[src/rtl/mss_pkg.sv]
// shared constants for the maximum-subarray segment tree
package mss_pkg;

    // field widths of the transaction ports
    localparam int IDX_W      = 10;
    localparam int VAL_W      = 32;
    localparam int ANS_W      = 42;
    localparam int PFX_W      = 41;

    // value width held in the tree
    localparam int VALUE_BITS = 32;

    // default number of slots
    localparam int SLOTS_DEFAULT = 1024;

    // func codes
    localparam logic FUNC_WRITE = 1'b0;
    localparam logic FUNC_QUERY = 1'b1;

endpackage

[src/rtl/mss_join.sv]
// combine unit: merges a left node and a right node into their parent figures
module mss_join
    import mss_pkg::*;
#(
    parameter int SW = VALUE_BITS + 11,
    parameter int VB = VALUE_BITS,
    localparam int NODE_W = 4 * SW + VB
)
(
    input  logic [NODE_W-1:0] a_node,
    input  logic [NODE_W-1:0] b_node,
    output logic [NODE_W-1:0] res_node
);

    typedef struct packed {
        logic signed [SW-1:0] sum;
        logic signed [SW-1:0] prefix;
        logic signed [SW-1:0] suffix;
        logic signed [SW-1:0] best;
        logic signed [VB-1:0] largest;
    } node_t;

    node_t a;
    node_t b;
    node_t r;
    logic signed [SW-1:0] pre_alt;
    logic signed [SW-1:0] suf_alt;
    logic signed [SW-1:0] mid;
    logic signed [SW-1:0] side_best;

    assign a = node_t'(a_node);
    assign b = node_t'(b_node);

    // crossing sums
    assign pre_alt = a.sum + b.prefix;
    assign suf_alt = b.sum + a.suffix;
    assign mid     = a.suffix + b.prefix;
    assign side_best = (a.best > b.best) ? a.best : b.best;

    // parent figures
    always_comb
    begin
        r.sum     = a.sum + b.sum;
        r.prefix  = (pre_alt > a.prefix) ? pre_alt : a.prefix;
        r.suffix  = (suf_alt > b.suffix) ? suf_alt : b.suffix;
        r.best    = (mid > side_best) ? mid : side_best;
        r.largest = (a.largest > b.largest) ? a.largest : b.largest;
    end

    assign res_node = r;

endmodule

[config.mk]
export PLATFORM = sky130hd
export DESIGN_NAME = mss_join
export DESIGN_NICKNAME = d
export VERILOG_FILES = /design/src/rtl/mss_pkg.sv /design/src/rtl/mss_join.sv
export SDC_FILE = /design/constraint.sdc
export NUM_CORES = 1
export LEC_CHECK = 0
export BUFFER_PORTS_ARGS = -buffer_cell sky130_fd_sc_hd__buf_2
export CORE_AREA = 2 2 238 240
export DETAILED_ROUTE_END_ITERATION = 6
export DIE_AREA = 0 0 240 242
export PLACE_DENSITY_LB_ADDON = 0.1
export SYNTH_ARGS = -nofsm -noshare
export SYNTH_HDL_FRONTEND = slang
export SYNTH_SLANG_ARGS = --single-unit
export TNS_END_PERCENT = 50
[constraint.sdc]
create_clock -name vclk -period 7.4
set_input_delay 0 -clock vclk [all_inputs]
set_output_delay 0 -clock vclk [all_outputs]
set_load 0.1 [all_outputs]
---- Yosys cells after proc, flatten, opt, wreduce, memory -nomap -nowiden ----
Cells that the tools add are included.
cells by class
  add/subtract/negate cells ............... 4
  multipliers ............................. 0
  div/mod/pow operators ................... 0
  magnitude comparators ................... 5
  eq/ne operators ......................... 0
  shifts and indexed selects .............. 0
  multiplexer cells ....................... 5
  bitwise operators ....................... 0
  reduce and logical (&&, ||, !) cells .... 0
operator list
  operator          number
  $add A43 B43 Y43  4
  $gt A43 B43 Y1    4
  $mux W43          4
  $gt A32 B32 Y1    1
  $mux W32          1
storage, ports and cells
  register bits after elaboration ......... 0
  latch bits .............................. 0
  memory bits (writable) .................. 0
  bits in read-only memories .............. 0
  memories kept ........................... 0

---- Depth between registers and ports, before layout ----
  depth in word-level cells ............... 4
  depth in mapped cells ................... 24
  depth with buffers taken out ............ 23

---- Worst setup path before layout ----
OpenSTA, ideal clock, no wires.
  path kind ............................... in2out
  start ................................... input port a_node[75]
  end ..................................... output port res_node[34]
  arrival time ............................ 6.026 ns
  required time ........................... 7.400 ns
  slack ................................... 1.374 ns
  cell stages on the path ................. 22
  buffers on the path ..................... 1
  cell sequence ........................... ha_1 > fa_1 > a211oi_1 > o211ai_1 > a31oi_1 > nor2_1 > a2111oi_0 > o21ba_2 > o21ai_1 > a41o_1 > xnor2_1 > inv_1 > ha_1 > nand3_1 > or3_1 > nor4_1 > and3_1 > a21oi_1 > xor2_1 > nand2_1 > buf_2 > mux2i_1
between the ends
  word-level cells in the longest chain between the ends .. 3
RTL lines
  what                  RTL line        RTL
  from (decl)           mss_join.sv:10  input logic [NODE_W-1:0] a_node,
  $add A43 B43 Y43 (*)  mss_join.sv:37  assign mid = a.suffix + b.prefix;
  $gt A43 B43 Y1        mss_join.sv:46  r.best = (mid > side_best) ? mid : side_best;
  $mux W43 (*)          mss_join.sv:46
  to (decl)             mss_join.sv:12  output logic [NODE_W-1:0] res_node
Mark *: on every way between the ends. The rest lies on a longest branch, timed or not.

---- Worst setup path after layout ----
  start ................................... input port a_node[161]
  end ..................................... output port res_node[142]
between the ends
  word-level cells in the longest chain between the ends .. 3
RTL lines
  what                  RTL line        RTL
  $add A43 B43 Y43 (*)  mss_join.sv:35  assign pre_alt = a.sum + b.prefix;
  $gt A43 B43 Y1        mss_join.sv:44  r.prefix = (pre_alt > a.prefix) ? pre_alt : a.prefix;
  $mux W43 (*)          mss_join.sv:44
Marked as above.

==> summary.txt <==
Setup TNS -> 0 ns
TritonRoute pass-1 iters -> 5
Critical path's top delay family -> compound AO/OA/AOI/OAI gates
Maximum fanout along the worst path -> 25
Worst slack at placement -> 0.896 ns
Final Max Tran Viols -> 0
Most common cell in the synthesized netlist -> ha_1
Area grow syn2layout -> 24.1%
Initial antenna violation count -> 27
Port-buffer cells -> 612
GRT Util Overall -> 24.6%
Synth Cell Area -> 16400 µm²
Tightest hold margin -> 0.520 ns
Seq/Total Area, Yosys -> 0%
RSZ-0062 raised after global routing -> false
Crit-path max cell delay -> 0.60 ns
Largest cells by area after synthesis -> ha_1 28%, mux2_1 7.2%, a21o_1 6.8%
Share of cells above drive strength 1 -> 24.5%
Final Setup Violations -> 0
Max VDD drop -> 0.292 mV
Critical path's slowest cell -> a21oi_4
Most common library cells after synthesis -> 372 x ha_1, 254 x inv_1, 196 x a21oi_1, 149 x a21o_1, 120 x nand2_1
Vias in the first global route -> 18600
Number of clock buffers in the layout -> 0
PD cells -> 290 nW/µm²
Multi-input gate area -> 15200 µm²
Post-Synthesis Cells -> 2195
Lkg Pwr -> 11.2 nW
Die Span Y -> 242 µm
Ys Warns -> 0
Vias -> 18500
Rows -> 87
Int Pwr -> 1.34 mW
Finished Core Util -> 36.5%
Resize count post-CTS -> 0
First-pass GRT wire length -> 110000 µm
Residual DRC count -> 0
Post-DR wirelength/cell -> 21.4 µm
Status -> complete, no violations
Final sequential cell count -> 0
Sw Ratio -> 77.3%
Worst slew margin -> 41.3%
Startpoint class of the critical path -> input pin
Nets -> 3550
GR Overflow Total -> 0
Crit path time final -> 6.50 ns
Worst Path Arrival -> 6.50 ns
Cts hold-fix bufs -> 0
Yosys cell types -> 79
Final wirelength -> 75700 µm
Die width -> 240 µm
Post-Synthesis Net Count -> 2979
Logic pwr share -> 100.0%
Switching pwr -> 4.57 mW
Synth area leader -> ha_1
Max-Cap Viols -> 0
Worst setup margin -> 0.897 ns
CORE AREA -> 55700 µm²
Initial Util -> 29.4%
CP Capture Type -> primary output
Share of power burned in registers -> 0%
Pin count of the biggest net entering global routing -> 44
Fin. Hold Viols -> 0
Hold WC Path Type -> input pin to primary output
Storage element area -> 0 µm²
Die footprint -> 58100 µm²
Peak Freq -> 0.154 GHz
# IOs -> 612
Fill cells -> 6073
Mean Syn Cell Area -> 7.48 µm²
Critical path buffer and inverter count -> 4
Postcts setup bufs -> 0
Worst Tran Pin Value -> 0.873 ns
CP Class -> input pin to primary output
Final period util -> 87.9%
ANT nets after route -> 0
Critical path cell sequence -> buf_2, ha_1, inv_1, fa_1, nand2b_1, a211oi_1, nor3_2, o21ai_2, a21oi_1, o21ai_1, a31oi_1, o21ai_1, xnor2_1, ha_1, nand4_1, or3_1, nor4_1, a211oi_1, o31ai_1, xor2_1, a21oi_4, buf_12, mux2_1, buf_2
DP HPWL -> 69300 µm
Power share of the clock group -> 0%
RD Place Congestion -> 0.993
Post-synth top area share -> 28.4%
Number of DRC markers in iteration 0 -> 769
Req. time, crit path -> 7.40 ns
Via density -> 5.23
cell usage in the layout, fill, tap and decap left out, types with 15 or more instances in the layout:
cell type	count
inv_1	254
mux2i_1	85
a21o_1	149
a211oi_1	31
o21ai_0	83
diode_2	23
nand2b_1	20
nor3_1	24
nand3_1	40
ha_1	372
xor2_1	61
o21bai_1	21
mux2_1	105
nor2b_1	28
nand2_1	119
o21ai_1	38
xnor2_1	102
a31oi_1	29
buf_2	610
nand4_1	63
mux2_2	15
nor2_1	85
and3_1	26
o21a_1	20
a21oi_1	196
power by group through the flow:
stage / clock network [mW] / registers, mW / logic [mW]
after floorplan: 0 / 0 / 4.78
after CTS: 0 / 0 / 5.92
final: 0.000000394 / 0 / 5.91
after global routing: 0.000000382 / 0 / 6.20
after global placement: 0 / 0 / 5.89
after detailed placement: 0 / 0 / 5.90
per-layer routing:
| metal | up-vias | routed length, µm | track usage [%] |
|---|---|---|---|
| met5 | - | 43 | 0 |
| met4 | 6 | 1640 | 7.89 |
| met2 | 504 | 37400 | 43.4 |
| met1 | 8633 | 33400 | 31.2 |
| li1 | 9305 | - | - |
| met3 | 71 | 3250 | 2.21 |
area by class of cell:
cell class         instances  area share, %
repair buffers           619           15.6
multi-input cells       1890           74.7
well taps                756           4.64
inverters                255           4.70
diodes                    23          0.283
final timing paths:
kind / depth (start not counted) / to / from
max: 24 / res_node[142] / a_node[161]
min: 4 / res_node[76] / b_node[76]
logic make-up after synthesis:
family | share of synthesized area, %
compound gates | 27.0
simple gates | 14.7
mux | 13.4
fa+ha+maj | 28.8
xor+xnor | 8.70
buf+inv | 7.38
per-stage QoR:
step | power (mW) | area [µm²] | instances
after floorplan | 4.78 | 16400 | 2195
after global placement | 5.89 | 20300 | 3520
after detailed placement | 5.90 | 20300 | 3520
after CTS | 5.92 | 20300 | 3520
after global routing | 6.20 | 20400 | 3541
final | 5.91 | 20400 | 3543
Power figures use the tool's default switching activity.
